## config.mk

```make
export PLATFORM = sky130hd
export DESIGN_NAME = char_lcd_nibble_interface
export DESIGN_NICKNAME = d
export VERILOG_FILES = /design/src/sv/clcd_pkg.sv /design/src/sv/clcd_queue.sv /design/src/sv/clcd_front.sv /design/src/sv/clcd_back.sv /design/src/sv/char_lcd_nibble_interface.sv
export SDC_FILE = /design/constraint.sdc
export NUM_CORES = 1
export LEC_CHECK = 0
export BUFFER_PORTS_ARGS = -buffer_cell sky130_fd_sc_hd__buf_2
export CORE_MARGIN = 1.5
export CORE_UTILIZATION = 55
export CTS_CLUSTER_DIAMETER = 200
export DETAILED_ROUTE_END_ITERATION = 10
export PLACE_DENSITY = 0.8
export SYNTH_ARGS = -nofsm -noshare
export SYNTH_HDL_FRONTEND = slang
export SYNTH_SLANG_ARGS = --single-unit
```

## constraint.sdc

```tcl
create_clock -name clk -period 4.27 [get_ports clk]
set_input_delay 0.854 -clock clk [delete_from_list [all_inputs] [get_ports clk]]
set_output_delay 0.854 -clock clk [all_outputs]
set_load 0.1 [all_outputs]
```

## src/sv/clcd_pkg.sv

```systemverilog
// clcd_pkg: shared types, constants and tables for the character LCD nibble interface.
// Used by every module of the block; depends on nothing.
`default_nettype none

package clcd_pkg;

    // Geometry and protocol constants
    localparam int MAX_LINES      = 4;
    localparam int MAX_COLUMNS    = 40;
    localparam int INIT_BYTES     = 5;
    localparam int MAX_STROBES    = 2 * INIT_BYTES;
    localparam int STEP_W         = $clog2(MAX_STROBES);
    localparam int QUEUE_DEPTH    = 2;
    localparam int QUEUE_PTR_W    = $clog2(QUEUE_DEPTH);
    localparam int QUEUE_CNT_W    = $clog2(QUEUE_DEPTH + 1);
    localparam int LINE_W         = 3;
    localparam int COL_W          = 6;

    localparam logic [7:0]  DDRAM_SET       = 8'h80;
    localparam logic [15:0] CMD_WAIT_RESET  = 16'd2000;
    localparam logic [15:0] DATA_WAIT_RESET = 16'd1;
    localparam logic [5:0]  COLUMNS_RESET   = 6'd20;
    localparam logic [2:0]  LINES_RESET     = 3'd4;

    // Register map (index into the register file)
    localparam logic [1:0] REG_CMD_WAIT  = 2'd0;
    localparam logic [1:0] REG_DATA_WAIT = 2'd1;
    localparam logic [1:0] REG_COLUMNS   = 2'd2;
    localparam logic [1:0] REG_LINES     = 2'd3;

    // Input item
    typedef struct packed {
        logic [1:0] op;
        logic [7:0] value;
        logic       message_start;
    } item_t;

    // One strobe on the bus
    typedef struct packed {
        logic        reg_select;
        logic [3:0]  nibble;
        logic [15:0] wait_after_us;
        logic        last;
    } strobe_t;

    // Input op codes
    typedef enum logic [1:0] {
        OP_CMD  = 2'd0,
        OP_DATA = 2'd1,
        OP_MSG  = 2'd2,
        OP_INIT = 2'd3
    } op_t;

    // Work handed from the front to the back
    typedef enum logic [1:0] {
        JOB_CMD,
        JOB_DATA,
        JOB_INIT,
        JOB_LINE
    } job_kind_t;

    typedef struct packed {
        job_kind_t  kind;
        logic [7:0] value;
        logic [7:0] addr;
    } job_t;

    function automatic logic [7:0] line_base(input logic [1:0] idx);
        logic [7:0] b;
        case (idx)
            2'd0:    b = 8'h00;
            2'd1:    b = 8'h40;
            2'd2:    b = 8'h14;
            2'd3:    b = 8'h54;
            default: b = 8'h00;
        endcase
        return b;
    endfunction

    function automatic logic [7:0] init_byte(input logic [2:0] idx);
        logic [7:0] b;
        case (idx)
            3'd0:    b = 8'b0011_0011;
            3'd1:    b = 8'b0011_0010;
            3'd2:    b = 8'h28;
            3'd3:    b = 8'h0F;
            3'd4:    b = 8'h04;
            default: b = 8'h00;
        endcase
        return b;
    endfunction

endpackage

`default_nettype wire

```

## src/sv/clcd_queue.sv

```systemverilog
// clcd_queue: two-entry job queue between the front and the back.
// Depends on clcd_pkg.
`default_nettype none

module clcd_queue (
    input  wire logic          clk,
    input  wire logic          rst_n,
    input  wire logic          push,
    input  wire clcd_pkg::job_t push_job,
    output logic               full,
    input  wire logic          pop,
    output logic               head_valid,
    output clcd_pkg::job_t     head
);
    import clcd_pkg::*;

    job_t                   mem_reg [QUEUE_DEPTH];
    logic [QUEUE_PTR_W-1:0] wr_ptr_reg, wr_ptr_next;
    logic [QUEUE_PTR_W-1:0] rd_ptr_reg, rd_ptr_next;
    logic [QUEUE_CNT_W-1:0] count_reg, count_next;

    assign full       = (count_reg == QUEUE_CNT_W'(QUEUE_DEPTH));
    assign head_valid = (count_reg != '0);
    assign head       = mem_reg[rd_ptr_reg];

    always_comb
    begin
        wr_ptr_next = wr_ptr_reg;
        rd_ptr_next = rd_ptr_reg;
        count_next  = count_reg;
        if (push)
        begin
            wr_ptr_next = (wr_ptr_reg == QUEUE_PTR_W'(QUEUE_DEPTH - 1)) ? '0
                                                                        : wr_ptr_reg + 1'b1;
        end
        if (pop)
        begin
            rd_ptr_next = (rd_ptr_reg == QUEUE_PTR_W'(QUEUE_DEPTH - 1)) ? '0
                                                                        : rd_ptr_reg + 1'b1;
        end
        if (push && !pop)
        begin
            count_next = count_reg + 1'b1;
        end
        else if (pop && !push)
        begin
            count_next = count_reg - 1'b1;
        end
    end

    always_ff @(posedge clk or negedge rst_n)
    begin
        if (!rst_n)
        begin
            wr_ptr_reg <= '0;
            rd_ptr_reg <= '0;
            count_reg  <= '0;
        end
        else
        begin
            wr_ptr_reg <= wr_ptr_next;
            rd_ptr_reg <= rd_ptr_next;
            count_reg  <= count_next;
        end
    end

    always_ff @(posedge clk)
    begin
        if (push)
        begin
            mem_reg[wr_ptr_reg] <= push_job;
        end
    end

`ifndef SYNTHESIS
    a_no_overflow: assert property (@(posedge clk) disable iff (!rst_n)
        push |-> (!full || pop))
        else $error("queue written while full");
    a_no_underflow: assert property (@(posedge clk) disable iff (!rst_n)
        pop |-> head_valid)
        else $error("queue read while empty");
`endif

endmodule

`default_nettype wire

```

## src/sv/clcd_front.sv

```systemverilog
// clcd_front: accepts input items, keeps the message layout and classifies each item into a job.
// Depends on clcd_pkg.
`default_nettype none

module clcd_front (
    input  wire logic          clk,
    input  wire logic          rst_n,
    input  wire logic          item_valid,
    output logic               item_stall,
    input  wire clcd_pkg::item_t item,
    input  wire logic [5:0]    columns,
    input  wire logic [2:0]    lines_used,
    input  wire logic          queue_full,
    output logic               push,
    output clcd_pkg::job_t     push_job
);
    import clcd_pkg::*;

    logic [LINE_W-1:0] line_index_reg, line_index_next;
    logic [COL_W-1:0]  column_count_reg, column_count_next;

    logic              accept;
    logic [COL_W-1:0]  cols;
    logic [LINE_W-1:0] lines;
    logic [LINE_W-1:0] line_eff;
    logic [COL_W-1:0]  col_eff;
    logic [COL_W-1:0]  col_inc;
    logic              room;

    assign item_stall = queue_full;
    assign accept     = item_valid && !queue_full;

    always_comb
    begin
        // clamp the layout registers to the legal range
        if (columns == '0)
            cols = COL_W'(1);
        else if (columns > COL_W'(MAX_COLUMNS))
            cols = COL_W'(MAX_COLUMNS);
        else
            cols = columns;

        if (lines_used == '0)
            lines = LINE_W'(1);
        else if (lines_used > LINE_W'(MAX_LINES))
            lines = LINE_W'(MAX_LINES);
        else
            lines = lines_used;

        line_eff = item.message_start ? '0 : line_index_reg;
        col_eff  = item.message_start ? '0 : column_count_reg;
        col_inc  = col_eff + 1'b1;
        room     = (line_eff < lines);

        line_index_next   = line_index_reg;
        column_count_next = column_count_reg;
        push              = 1'b0;
        push_job.value    = item.value;
        push_job.addr     = DDRAM_SET | line_base(line_eff[1:0]);
        push_job.kind     = JOB_CMD;

        case (op_t'(item.op))
            OP_CMD:
            begin
                push_job.kind = JOB_CMD;
                push          = accept;
            end
            OP_DATA:
            begin
                push_job.kind = JOB_DATA;
                push          = accept;
            end
            OP_INIT:
            begin
                push_job.kind = JOB_INIT;
                push          = accept;
            end
            OP_MSG:
            begin
                // line start sends the address command first
                push_job.kind = (col_eff == '0) ? JOB_LINE : JOB_DATA;
                push          = accept && room;
                if (accept)
                begin
                    line_index_next   = line_eff;
                    column_count_next = col_eff;
                    if (room)
                    begin
                        if (col_inc >= cols)
                        begin
                            column_count_next = '0;
                            line_index_next   = line_eff + 1'b1;
                        end
                        else
                        begin
                            column_count_next = col_inc;
                        end
                    end
                end
            end
            default:
            begin
                push = 1'b0;
            end
        endcase
    end

    always_ff @(posedge clk or negedge rst_n)
    begin
        if (!rst_n)
        begin
            line_index_reg   <= '0;
            column_count_reg <= '0;
        end
        else
        begin
            line_index_reg   <= line_index_next;
            column_count_reg <= column_count_next;
        end
    end

`ifndef SYNTHESIS
    a_line_bound: assert property (@(posedge clk) disable iff (!rst_n)
        line_index_reg <= LINE_W'(MAX_LINES))
        else $error("line index ran past the last display line");
`endif

endmodule

`default_nettype wire

```

## src/sv/clcd_back.sv

```systemverilog
// clcd_back: expands the job at the queue head into nibble strobes, one per cycle while strobe_stall is low.
// Depends on clcd_pkg.
`default_nettype none

module clcd_back (
    input  wire logic          clk,
    input  wire logic          rst_n,
    input  wire logic          head_valid,
    input  wire clcd_pkg::job_t head,
    output logic               pop,
    input  wire logic [15:0]   command_wait_us,
    input  wire logic [15:0]   data_wait_us,
    output logic               strobe_valid,
    input  wire logic          strobe_stall,
    output clcd_pkg::strobe_t  strobe
);
    import clcd_pkg::*;

    logic              strobe_valid_reg, strobe_valid_next;
    strobe_t           strobe_reg, strobe_next;
    logic [STEP_W-1:0] step_reg, step_next;

    logic              advance;
    logic [2:0]        byte_idx;
    logic [2:0]        last_byte;
    logic [7:0]        cur_byte;
    logic              rs;
    logic              final_strobe;

    assign advance      = !strobe_valid_reg || !strobe_stall;
    assign strobe_valid = strobe_valid_reg;
    assign strobe       = strobe_reg;

    always_comb
    begin
        byte_idx = step_reg[STEP_W-1:1];

        case (head.kind)
            JOB_CMD:
            begin
                rs        = 1'b0;
                cur_byte  = head.value;
                last_byte = 3'd0;
            end
            JOB_DATA:
            begin
                rs        = 1'b1;
                cur_byte  = head.value;
                last_byte = 3'd0;
            end
            JOB_INIT:
            begin
                rs        = 1'b0;
                cur_byte  = init_byte(byte_idx);
                last_byte = 3'(INIT_BYTES - 1);
            end
            JOB_LINE:
            begin
                rs        = (byte_idx != '0);
                cur_byte  = (byte_idx == '0) ? head.addr : head.value;
                last_byte = 3'd1;
            end
            default:
            begin
                rs        = 1'b0;
                cur_byte  = head.value;
                last_byte = 3'd0;
            end
        endcase

        final_strobe = step_reg[0] && (byte_idx == last_byte);

        strobe_next.reg_select    = rs;
        strobe_next.nibble        = step_reg[0] ? cur_byte[3:0] : cur_byte[7:4];
        strobe_next.wait_after_us = !step_reg[0] ? 16'd0
                                  : (rs ? data_wait_us : command_wait_us);
        strobe_next.last          = final_strobe;

        strobe_valid_next = strobe_valid_reg;
        step_next         = step_reg;
        pop               = 1'b0;
        if (advance)
        begin
            strobe_valid_next = head_valid;
            if (head_valid)
            begin
                pop       = final_strobe;
                step_next = final_strobe ? '0 : step_reg + 1'b1;
            end
        end
    end

    always_ff @(posedge clk or negedge rst_n)
    begin
        if (!rst_n)
        begin
            strobe_valid_reg <= 1'b0;
            step_reg         <= '0;
        end
        else
        begin
            strobe_valid_reg <= strobe_valid_next;
            step_reg         <= step_next;
        end
    end

    always_ff @(posedge clk)
    begin
        if (advance && head_valid)
        begin
            strobe_reg <= strobe_next;
        end
    end

`ifndef SYNTHESIS
    a_pop_on_last: assert property (@(posedge clk) disable iff (!rst_n)
        pop |=> (strobe_valid_reg && strobe_reg.last))
        else $error("job retired without a final strobe");
    a_step_bound: assert property (@(posedge clk) disable iff (!rst_n)
        step_reg < STEP_W'(MAX_STROBES))
        else $error("strobe counter out of range");
`endif

endmodule

`default_nettype wire

```

## src/sv/char_lcd_nibble_interface.sv

```systemverilog
// char_lcd_nibble_interface: top level of the 4-bit character LCD driver.
// Holds the APB register file and joins clcd_front, clcd_queue and clcd_back; uses clcd_pkg.
// An item's job is registered in the job queue, then its strobes in the output register.
// Throughput: one strobe per cycle while strobe_stall is low, so a raw byte is 2 strobes,
//   a message character at a line start 4, other message characters 2 and init 10.
// The two-entry job queue lets the front take new items while the back is still strobing.
// Reset (rst_n low, asynchronous) empties the queue and output, zeroes the layout state
//   and loads the register reset values (2000 us, 1 us, 20 columns, 4 lines).
`default_nettype none

module char_lcd_nibble_interface (
    input  wire logic          clk,
    input  wire logic          rst_n,
    // input item channel
    input  wire logic          item_valid,
    output logic               item_stall,
    input  wire clcd_pkg::item_t item,
    // strobe channel
    output logic               strobe_valid,
    input  wire logic          strobe_stall,
    output clcd_pkg::strobe_t  strobe,
    // configuration port
    input  wire logic          psel,
    input  wire logic          penable,
    input  wire logic          pwrite,
    input  wire logic [3:0]    paddr,
    input  wire logic [31:0]   pwdata,
    output logic [31:0]        prdata,
    output logic               pready
);
    import clcd_pkg::*;

    // Register file
    logic [15:0] cmd_wait_reg;
    logic [15:0] data_wait_reg;
    logic [5:0]  columns_reg;
    logic [2:0]  lines_reg;

    logic        cfg_write;
    logic [1:0]  reg_idx;

    // Front to queue, queue to back
    logic        push;
    job_t        push_job;
    logic        queue_full;
    logic        pop;
    logic        head_valid;
    job_t        head;

    // APB: no wait states; a write lands on the access phase
    assign pready    = 1'b1;
    assign reg_idx   = paddr[3:2];
    assign cfg_write = psel && penable && pwrite && pready;

    always_ff @(posedge clk or negedge rst_n)
    begin
        if (!rst_n)
        begin
            cmd_wait_reg  <= CMD_WAIT_RESET;
            data_wait_reg <= DATA_WAIT_RESET;
            columns_reg   <= COLUMNS_RESET;
            lines_reg     <= LINES_RESET;
        end
        else if (cfg_write)
        begin
            case (reg_idx)
                REG_CMD_WAIT:  cmd_wait_reg  <= pwdata[15:0];
                REG_DATA_WAIT: data_wait_reg <= pwdata[15:0];
                REG_COLUMNS:   columns_reg   <= pwdata[5:0];
                REG_LINES:     lines_reg     <= pwdata[2:0];
                default:       cmd_wait_reg  <= cmd_wait_reg;
            endcase
        end
    end

    // Read back the stored value, zero extended
    always_comb
    begin
        case (reg_idx)
            REG_CMD_WAIT:  prdata = {16'd0, cmd_wait_reg};
            REG_DATA_WAIT: prdata = {16'd0, data_wait_reg};
            REG_COLUMNS:   prdata = {26'd0, columns_reg};
            REG_LINES:     prdata = {29'd0, lines_reg};
            default:       prdata = '0;
        endcase
    end

    // Front: take items, track the message layout, drop characters past the last line
    clcd_front u_front (
        .clk        (clk),
        .rst_n      (rst_n),
        .item_valid (item_valid),
        .item_stall (item_stall),
        .item       (item),
        .columns    (columns_reg),
        .lines_used (lines_reg),
        .queue_full (queue_full),
        .push       (push),
        .push_job   (push_job)
    );

    // Queue: hold classified jobs; the front waits on the bus strobes only when full
    clcd_queue u_queue (
        .clk        (clk),
        .rst_n      (rst_n),
        .push       (push),
        .push_job   (push_job),
        .full       (queue_full),
        .pop        (pop),
        .head_valid (head_valid),
        .head       (head)
    );

    // Back: expand each job into high/low nibble strobes with their waits
    clcd_back u_back (
        .clk             (clk),
        .rst_n           (rst_n),
        .head_valid      (head_valid),
        .head            (head),
        .pop             (pop),
        .command_wait_us (cmd_wait_reg),
        .data_wait_us    (data_wait_reg),
        .strobe_valid    (strobe_valid),
        .strobe_stall    (strobe_stall),
        .strobe          (strobe)
    );

endmodule

`default_nettype wire

```

After elaboration in Yosys (flattened, before gate mapping)
Memory sizes are Yosys's and may differ from the RTL's.
Cells that the tools add are included.

word-level totals
  bits in registers = 81
  word-level logic and storage cells = 110
  RAM bits = 34
  memories = 1

memory list
  memory           depth  bits a word  rd ports  clocked after Yosys merged registers in  write ports  line              RTL
  u_queue.mem_reg  2      17           1         0                                        1            clcd_queue.sv:17  job_t mem_reg [QUEUE_DEPTH];

cells by class
  $add $sub $neg = 7
  equality and inequality tests = 18
  reductions and logical operators = 34
  mux-type cells = 31
  $lt $le $gt $ge = 4

operator list
  operator                                             count
  one-hot mux 32 bit (4 select lines)                  1
  2-to-1 mux 6 bit                                     5
  one-hot mux 6 bit (5 select lines)                   1
  one-hot mux 7 bit (4 select lines)                   1
  one-hot mux 8 bit (3 select lines)                   1
  equality test 2 bit, second input constant           9
  2-to-1 mux 16 bit                                    1
  2-to-1 mux 3 bit                                     5
  zero test 6 bit                                      2
  AND reduction 2 bit                                  6
  one-hot mux 3 bit (3 select lines)                   1
  equality test 2 x 1 -> 1 bit, second input constant  4
  logical AND 1 bit                                    8
  zero test 2 bit                                      4
  2-to-1 mux 4 bit                                     2
  2-to-1 mux 8 bit                                     1
  one-hot mux 2 bit (4 select lines)                   1
  adder 6 x 1 -> 6 bit, second input constant          1
  equality test 3 x 2 -> 1 bit, second input constant  2
  greater-or-equal comparator 6 bit                    1
  > comparator 6 bit, second input constant            1
  zero test 3 bit                                      2
  2-to-1 mux 1 bit                                     6
  2-to-1 mux 2 bit                                     3
  18 further kinds                                     25

Logic depth before layout (Yosys ltp)
Gate-level depths: netlist of the first run.
An unclocked memory read counts as a cell.

  depth in word-level cells = 11
  mapped depth = 13
  depth with buffers taken out = 12

Cells and area by module
Synthesis of the first run repeated with hierarchy kept, for this count alone.

unflattened totals
  cells, all modules = 503
  area, all modules = 6114.6 sq um

modules (own cells, without submodules)
  module                     times used  cells an instance  sequential area each (sq um)  area an instance (sq um)
  char_lcd_nibble_interface  1           148                1038.5                        2050.7
  clcd_queue                 1           72                 1181.1                        1537.7
  clcd_back                  1           150                785.8                         1458.9
  clcd_front                 1           133                225.2                         1067.3

Worst setup path after synthesis of the first run
OpenSTA, ideal clock, no wires.

  kind = input -> output
  start = input port paddr[2]
  end = output port prdata[3]
  path buffers = 1
  arrival = 3.500 ns
  setup slack = -0.084 ns
  stages on the path = 3
  path through = clkbuf_1 > mux2i_1 > o21ai_0

between the ends
  cells in the longest elaborated chain, start to end = 2

ends and longest elaborated chain
  element                                            line                             RTL
  start: declaration                                 char_lcd_nibble_interface.sv:26  input wire logic [3:0] paddr,
  equality test 2 bit, or another cell as far along  char_lcd_nibble_interface.sv:79  case (reg_idx)
  one-hot mux 32 bit (4 select lines) (*)            char_lcd_nibble_interface.sv:79
  end: declaration                                   char_lcd_nibble_interface.sv:28  output logic [31:0] prdata,

Mark *: on every way between the ends. The rest lies on a longest branch, timed or not. The select of a mux whose other input is x is not followed.

Worst setup path in the final report of the first run
  start = input port item[0] (netlist name)
  end = register u_front.column_count_reg[4]

between the ends
  cells in the longest elaborated chain, start to end = 5

ends and longest elaborated chain
  element                            line                             RTL
  start: declaration                 char_lcd_nibble_interface.sv:17  input wire clcd_pkg::item_t item,
  2-to-1 mux 6 bit                   clcd_front.sv:51                 col_eff = item.message_start ? '0 : column_count_reg;
  adder 6 x 1 -> 6 bit               clcd_front.sv:52                 col_inc = col_eff + 1'b1;
  greater-or-equal comparator 6 bit  clcd_front.sv:89                 if (col_inc >= cols)
  2-to-1 mux 6 bit                   clcd_front.sv:89
  2-to-1 mux 6 bit (*)               clcd_front.sv:87                 if (room)
  end signal: assignment             clcd_front.sv:118                column_count_reg <= column_count_next;
  end: declaration                   clcd_front.sv:20                 logic [COL_W-1:0] column_count_reg, column_count_next;

Mark *: on every way between the ends. The rest lies on a longest branch, timed or not.
A chain may end at the register's enable or synchronous reset.

==> results of run 1 <==
## worst register-to-register path: cells and delay by family, from the launching register on
| kind | cells | cell delay (ns) |
|---|---|---|
| AND/OR/NAND/NOR | 4 | 0.76 |
| flip-flops | 1 | 0.41 |
| buffers and inverters | 1 | 0.09 |
| adder cells (fa/ha/maj) | 2 | 0.52 |
| AO/OA/AOI/OAI | 3 | 0.87 |
| XOR/XNOR | 1 | 0.15 |
## layer usage
layer,GRT usage,vias up
met4,0.0863,0
li1,-,1694
met1,0.266,1799
met3,0.0332,12
met2,0.341,90
met5,0,-
## layout make-up
class / count / area, um2
well taps: 133 / 166
inverters: 13 / 48.8
flip-flops and latches: 105 / 2870
clock inverters: 6 / 50.0
repair buffers: 79 / 405
fillers: 774 / 3690
multi-input cells: 298 / 2360
clock buffers: 10 / 138
## cell families (layout without fill, tap and decap cells)
logic type                 Yosys count  in the layout  share of synthesized area
DFF                                105            105                      0.524
muxes                               83             83                      0.175
xor gates and xnor gates            12             12                     0.0192
and+or+nand+nor                    114            114                      0.112
other                                2             17                    0.00137
buffers and inverters               49            108                     0.0577
adders and majority gates           16             16                     0.0365
AOI/OAI and AO/OA                   56             56                     0.0744
## synthesized netlist by cell type, types with 2 or more instances
cell	n
nand4_1	2
nor2_1	22
dfrtp_1	49
a22o_1	4
xnor2_1	3
nor3b_2	2
mux2_2	46
and2_1	4
clkbuf_8	5
and3_1	3
mux4_2	5
conb_1	2
buf_4	17
o21ai_0	11
o32ai_1	2
a32oi_1	3
edfxtp_1	46
clkbuf_1	8
buf_2	3
buf_6	2
nand2_1	28
or3_1	2
nand3_1	8
a2111oi_0	2
ha_1	16
nor3_1	4
o211ai_1	2
dfstp_2	10
a21o_1	2
xor2_1	9
inv_1	13
nor2b_1	26
a31oi_1	3
a221oi_1	2
a21oi_1	10
mux2i_1	30
a32o_1	3
## how the worst max path moves through the flow
stage                         from                           to  slack, ns
after floorplan           paddr[2]                   prdata[10]       0.45
after CTS                  item[0]  u_front.column_count_reg[4]       0.99
after global routing       item[0]    u_front.line_index_reg[2]       0.75
after detailed placement   item[0]  u_front.column_count_reg[4]       0.61
final                      item[0]  u_front.column_count_reg[4]       0.97
after global placement     item[0]  u_front.column_count_reg[3]       0.69
## stage by stage
| step | hold slack [ns] | cell area [um2] | utilization | power, W | setup WS, ns |
|---|---|---|---|---|---|
| global placement | 0.469 | 5850 | 0.601 | 0.00391 | 0.692 |
| detailed placement | 0.485 | 5850 | 0.601 | 0.00397 | 0.613 |
| CTS | 0.500 | 6030 | 0.620 | 0.00457 | 0.989 |
| global route | 0.541 | 6030 | 0.620 | 0.00478 | 0.750 |
| floorplan | 0.455 | 5540 | - | 0.00371 | 0.454 |
| finish | 0.497 | 6030 | 0.620 | 0.00454 | 0.974 |
## power breakdown
group	internal (W)	total, W	switching, W
clock network	0.000236	0.000595	0.000359
logic	0.000610	0.00223	0.00162
registers	0.00144	0.00171	0.000270
total	0.00229	0.00454	0.00225
==> impl_metrics.ini, run 1 <==
[min_path]
hold_path.class = in -> async

[logic_synthesis]
yosysWarnings = 0
synthArstFlopShare = 0.562
synth_top_area_share = 0.252
yosysTopAreaCell = edfxtp_1
synth_edf_count = 46
synth_seq_cells = 105
yosysUniqueCellTypes = 65
avgSynthCellArea_um2 = 12.5
syn_area_um2 = 5480
ys_top_cells_by_area = edfxtp_1 (25%), dfrtp_1 (22%), mux2_2 (9.4%), mux2i_1 (5.5%), dfstp_2 (4.8%)
synthCells = 437
yosys_most_used_dff = dfrtp_1
ys_seq_area_frac = 0.524

[setup_path]
critical_path_required_ns = 4.57
timing.critical_path.buf_inv = 3
reg2reg_depth = 11
arrival_ns = 3.60
slowest_stage = a221o_1
cp_cell_sequence = buf_2 -> inv_1 -> nand2_1 -> inv_1 -> ha_1 -> nand3_1 -> xor2_1 -> nor2_1 -> ha_1 -> a21o_1 -> a221o_1 -> nor3_1 -> a22o_1
crit_family = compound AO/OA/AOI/OAI gates
max_stage_delay_ns = 0.44
cp-start-kind = input port
reg2reg_slack_ns = 1.42
r2r-start = u_front.column_count_reg[0]
crit_cells = 13
reg2reg_to = u_front.column_count_reg[4]
crit_fanout = 11
critPathKind = in -> reg
crit_path_end_kind = register

[route]
routed_wl_um = 10300
vias = 3595
viasPerCell = 5.58
drtPass1Iterations = 4
drcViolationCount = 0
wl_met2_um = 5270
wl_met1_um = 4470
drtIter0Drc = 164
top_layer = met4
drtAntennaViolNets = 0
dr_wl_met3_um = 471
avgRoutedWirePerCell_um = 16.1

[sta]
fin_tns_setup_ns = 0
drv_slew = 0
grt_setup_unrepaired = false
slew-limit-headroom = 0.334
worstMarginPinSlew_ns = 0.998
fmax_mhz = 303
setup_viol = 0
fin_crit_sh = 0.772
final-hold-violation-count = 0
skew_ns = 0.0163
period_minus_slack_ns = 3.30

[placed_design]
place_inst = 628
port_buffers = 75
hpwl_um = 7120
gp_congestion = 0.889

[clocking]
clk_path_buf_depth = 2
post-cts-setup-buffers = 0
cts_tree = built
holdBufCountCts = 0
ctsResizeCount = 0
clkLatencyLatePin_ns = 0.36
cts_max_level = 3
numClockSinks = 105
cts_root_buf = clkbuf_8
cts_made_buffers = 9
clkTransAtPathRegs_ns = 0.11

[cells_and_area]
final-instance-count-excl-fill = 644
largest_reg_flops = 24
final_cell_mix = buf_2 (75), dfrtp_1 (49), mux2_2 (46), edfxtp_1 (46), mux2i_1 (30)
final_common_cell = buf_2
area.growth.synth_to_final_pct = 10.1
final_nets = 576
drive_above_1_share = 0.331
n_antenna_cell = 0

[floorplan]
die_x_um = 103
rows = 36
initial_core_util = 0.564
die_h_um = 103
ioPinCount = 111
dieArea_um2 = 10600
coreArea_um2 = 9730

[power]
power.density_nw_per_um2 = 753
peakVddDrop_mv = 0.395
leakagePower_nw = 2.63

[global_route]
grt_overflow = 0
antenna_found_initial = 0
grt_usage = 0.204
grt_pass1_vias = 3466
grt_max_degree = 31
grt_pass1_wl_um = 16300

[run_status]
outcome = completed

[flow_run]
cap_violations = 0
(Power assumes the default switching activity.)
==> inputs of run 2 (changes only) <==
--- a/config.mk
+++ b/config.mk
@@ -5,12 +5,13 @@
 export SDC_FILE = /design/constraint.sdc
 export NUM_CORES = 1
 export LEC_CHECK = 0
+export ABC_AREA = 1
 export BUFFER_PORTS_ARGS = -buffer_cell sky130_fd_sc_hd__buf_2
 export CORE_MARGIN = 1.5
-export CORE_UTILIZATION = 55
+export CORE_UTILIZATION = 50
 export CTS_CLUSTER_DIAMETER = 200
 export DETAILED_ROUTE_END_ITERATION = 10
-export PLACE_DENSITY = 0.8
+export PLACE_DENSITY = 0.77
 export SYNTH_ARGS = -nofsm -noshare
 export SYNTH_HDL_FRONTEND = slang
 export SYNTH_SLANG_ARGS = --single-unit
==> constraint.sdc (replaced) <==
create_clock -name clk -period 2.97 [get_ports clk]
set_input_delay 0.594 -clock clk [delete_from_list [all_inputs] [get_ports clk]]
set_output_delay 0.594 -clock clk [all_outputs]
set_load 0.1 [all_outputs]
==> run 2 against run 1 <==
Effect of this change: global-route usage increased by 0.14 points; clock-buffer cell count is 1 lower; clock skew fell by 0.00079 ns; total power rose by 50%; core utilization fell by 3.7 points; final cell count grew 28%; die area increased by 7.5%; critical path type is now in -> out; highest routed layer unchanged.
==> impl_metrics.ini, run 2 <==
[clocking]
cts_tree = built
clkLatencyLatePin_ns = 0.38
clk_path_buf_depth = 2
post-cts-setup-buffers = 0
cts_max_level = 3
holdBufCountCts = 0
cts_made_buffers = 9
clkTransAtPathRegs_ns = 0.10
cts_root_buf = clkbuf_8
numClockSinks = 105
ctsResizeCount = 0

[floorplan]
rows = 37
initial_core_util = 0.518
die_x_um = 107
die_h_um = 107
dieArea_um2 = 11400
ioPinCount = 111
coreArea_um2 = 10400

[global_route]
grt_overflow = 0
antenna_found_initial = 0
grt_pass1_vias = 4001
grt_max_degree = 33
grt_usage = 0.205
grt_pass1_wl_um = 18500

[setup_path]
critPathKind = in -> out
crit_fanout = 13
timing.critical_path.buf_inv = 4
timing.critical_path.mode_cell = buf_2
slowest_stage = buf_2
crit_family = buffers and inverters
reg2reg_to = u_front.column_count_reg[0]
r2r-start = u_front.column_count_reg[0]
max_stage_delay_ns = 0.43
crit_path_end_kind = primary output
cp-start-kind = input port
arrival_ns = 1.83
reg2reg_slack_ns = 0.56
reg2reg_depth = 13
critical_path_required_ns = 2.38
cp_cell_sequence = buf_2 -> inv_1 -> nor2_2 -> buf_4 -> a22o_1 -> buf_2

[sta]
fin_tns_setup_ns = 0
drv_slew = 0
fin_crit_sh = 0.817
final-hold-violation-count = 0
skew_ns = 0.0155
setup_viol = 0
worstMarginPinSlew_ns = 0.981
period_minus_slack_ns = 2.43
slew-limit-headroom = 0.345
grt_setup_unrepaired = false
fmax_mhz = 412

[logic_synthesis]
synth_seq_cells = 105
synth_edf_count = 46
avgSynthCellArea_um2 = 8.91
ys_seq_area_frac = 0.534
synthArstFlopShare = 0.562
yosysTopAreaCell = edfxtp_1
synthCells = 603
yosys_most_used_dff = dfrtp_1
ys_top_cells_by_area = edfxtp_1 (26%), dfrtp_1 (23%), nand2_1 (11%), o21ai_0 (6.6%), dfstp_2 (4.9%)
synth.most_common_cell = nand2_1
syn_area_um2 = 5370
synth_top_area_share = 0.257
yosysWarnings = 0
netlist_top_cells_count = nand2_1 (160), o21ai_0 (71), nor2_1 (61)
yosysUniqueCellTypes = 41

[cells_and_area]
final_nets = 753
drive_above_1_share = 0.203
n_antenna_cell = 0
area.growth.synth_to_final_pct = 12.5
multi_input_area_um2 = 2080
seqCellArea_um2 = 2870
largest_reg_flops = 24
fill_cells = 886
final_cell_mix = nand2_1 (160), buf_2 (74), o21ai_0 (71), nor2_1 (61), inv_1 (58)
final_common_cell = nand2_1

[route]
drtAntennaViolNets = 0
drtPass1Iterations = 5
vias = 4292
routed_wl_um = 11100
drtIter0Drc = 358
avgRoutedWirePerCell_um = 13.5
viasPerCell = 5.21
drcViolationCount = 0

[placed_design]
port_buffers = 75
hpwl_um = 7950
gp_congestion = 0.864

[min_path]
hold_path.class = in -> async

[flow_run]
cap_violations = 0

[run_status]
outcome = completed

[power]
peakVddDrop_mv = 0.863
leakagePower_nw = 3.02
power_w = 0.00679
power.density_nw_per_um2 = 1120
-- run 2: worst max path at each step --
stage | start | endpoint | slack, ns | cells past startpoint
after floorplan | paddr[2] | prdata[0] | 0.18 | 2
after global placement | item[0] | u_front.column_count_reg[0] | 0.29 | 15
after detailed placement | item[0] | u_front.column_count_reg[0] | 0.17 | 15
after CTS | paddr[2] | prdata[1] | 0.54 | 7
after global routing | u_front.column_count_reg[0] | u_front.column_count_reg[0] | 0.30 | 13
final | paddr[2] | prdata[6] | 0.54 | 6
-- run 2: final cells by class --
| class | instances | share of cell area |
|---|---|---|
| sequential | 105 | 0.475 |
| multi-input combinational | 413 | 0.345 |
| timing repair buffer | 87 | 0.0795 |
| inverter | 67 | 0.0429 |
| tap | 136 | 0.0282 |
| clock buffer | 9 | 0.0205 |
| clock inverter | 7 | 0.00911 |
-- run 2: kinds of logic after synthesis --
| group | synth area share |
|---|---|
| AOI/OAI and AO/OA | 0.110 |
| and+or+nand+nor | 0.212 |
| DFF | 0.534 |
| xor gates and xnor gates | 0.0130 |
| adders and majority gates | 0.0373 |
| buffers and inverters | 0.0878 |
| muxes | 0.00373 |
| other | 0.00140 |
-- run 2: per-layer routing --
| metal | up-vias | wire [um] | track usage | part of all wire |
|---|---|---|---|---|
| met5 | - | 0 | 0 | 0 |
| met4 | 0 | 131 | 0.0600 | 0.012 |
| met3 | 13 | 637 | 0.0438 | 0.057 |
| met2 | 143 | 5470 | 0.336 | 0.49 |
| met1 | 2039 | 4850 | 0.276 | 0.44 |
| li1 | 2097 | - | - | - |
-- run 2: per-stage QoR --
step,worst slack (ns),utilization,cell area [um2],instances,hold WS (ns)
floorplan,0.182,-,5430,618,0.298
global placement,0.287,0.566,5860,808,0.465
detailed placement,0.169,0.566,5860,808,0.478
CTS,0.543,0.583,6040,824,0.137
global route,0.298,0.583,6040,824,0.146
finish,0.544,0.583,6040,824,0.140
-- run 2: where the power goes --
group	switching [W]	total, W	internal [W]	leakage (nW)
combinational	0.00286	0.00362	0.000767	1.76
clock	0.000515	0.000827	0.000312	0.0862
sequential	0.000241	0.00234	0.00210	1.17
total	0.00361	0.00679	0.00318	3.02
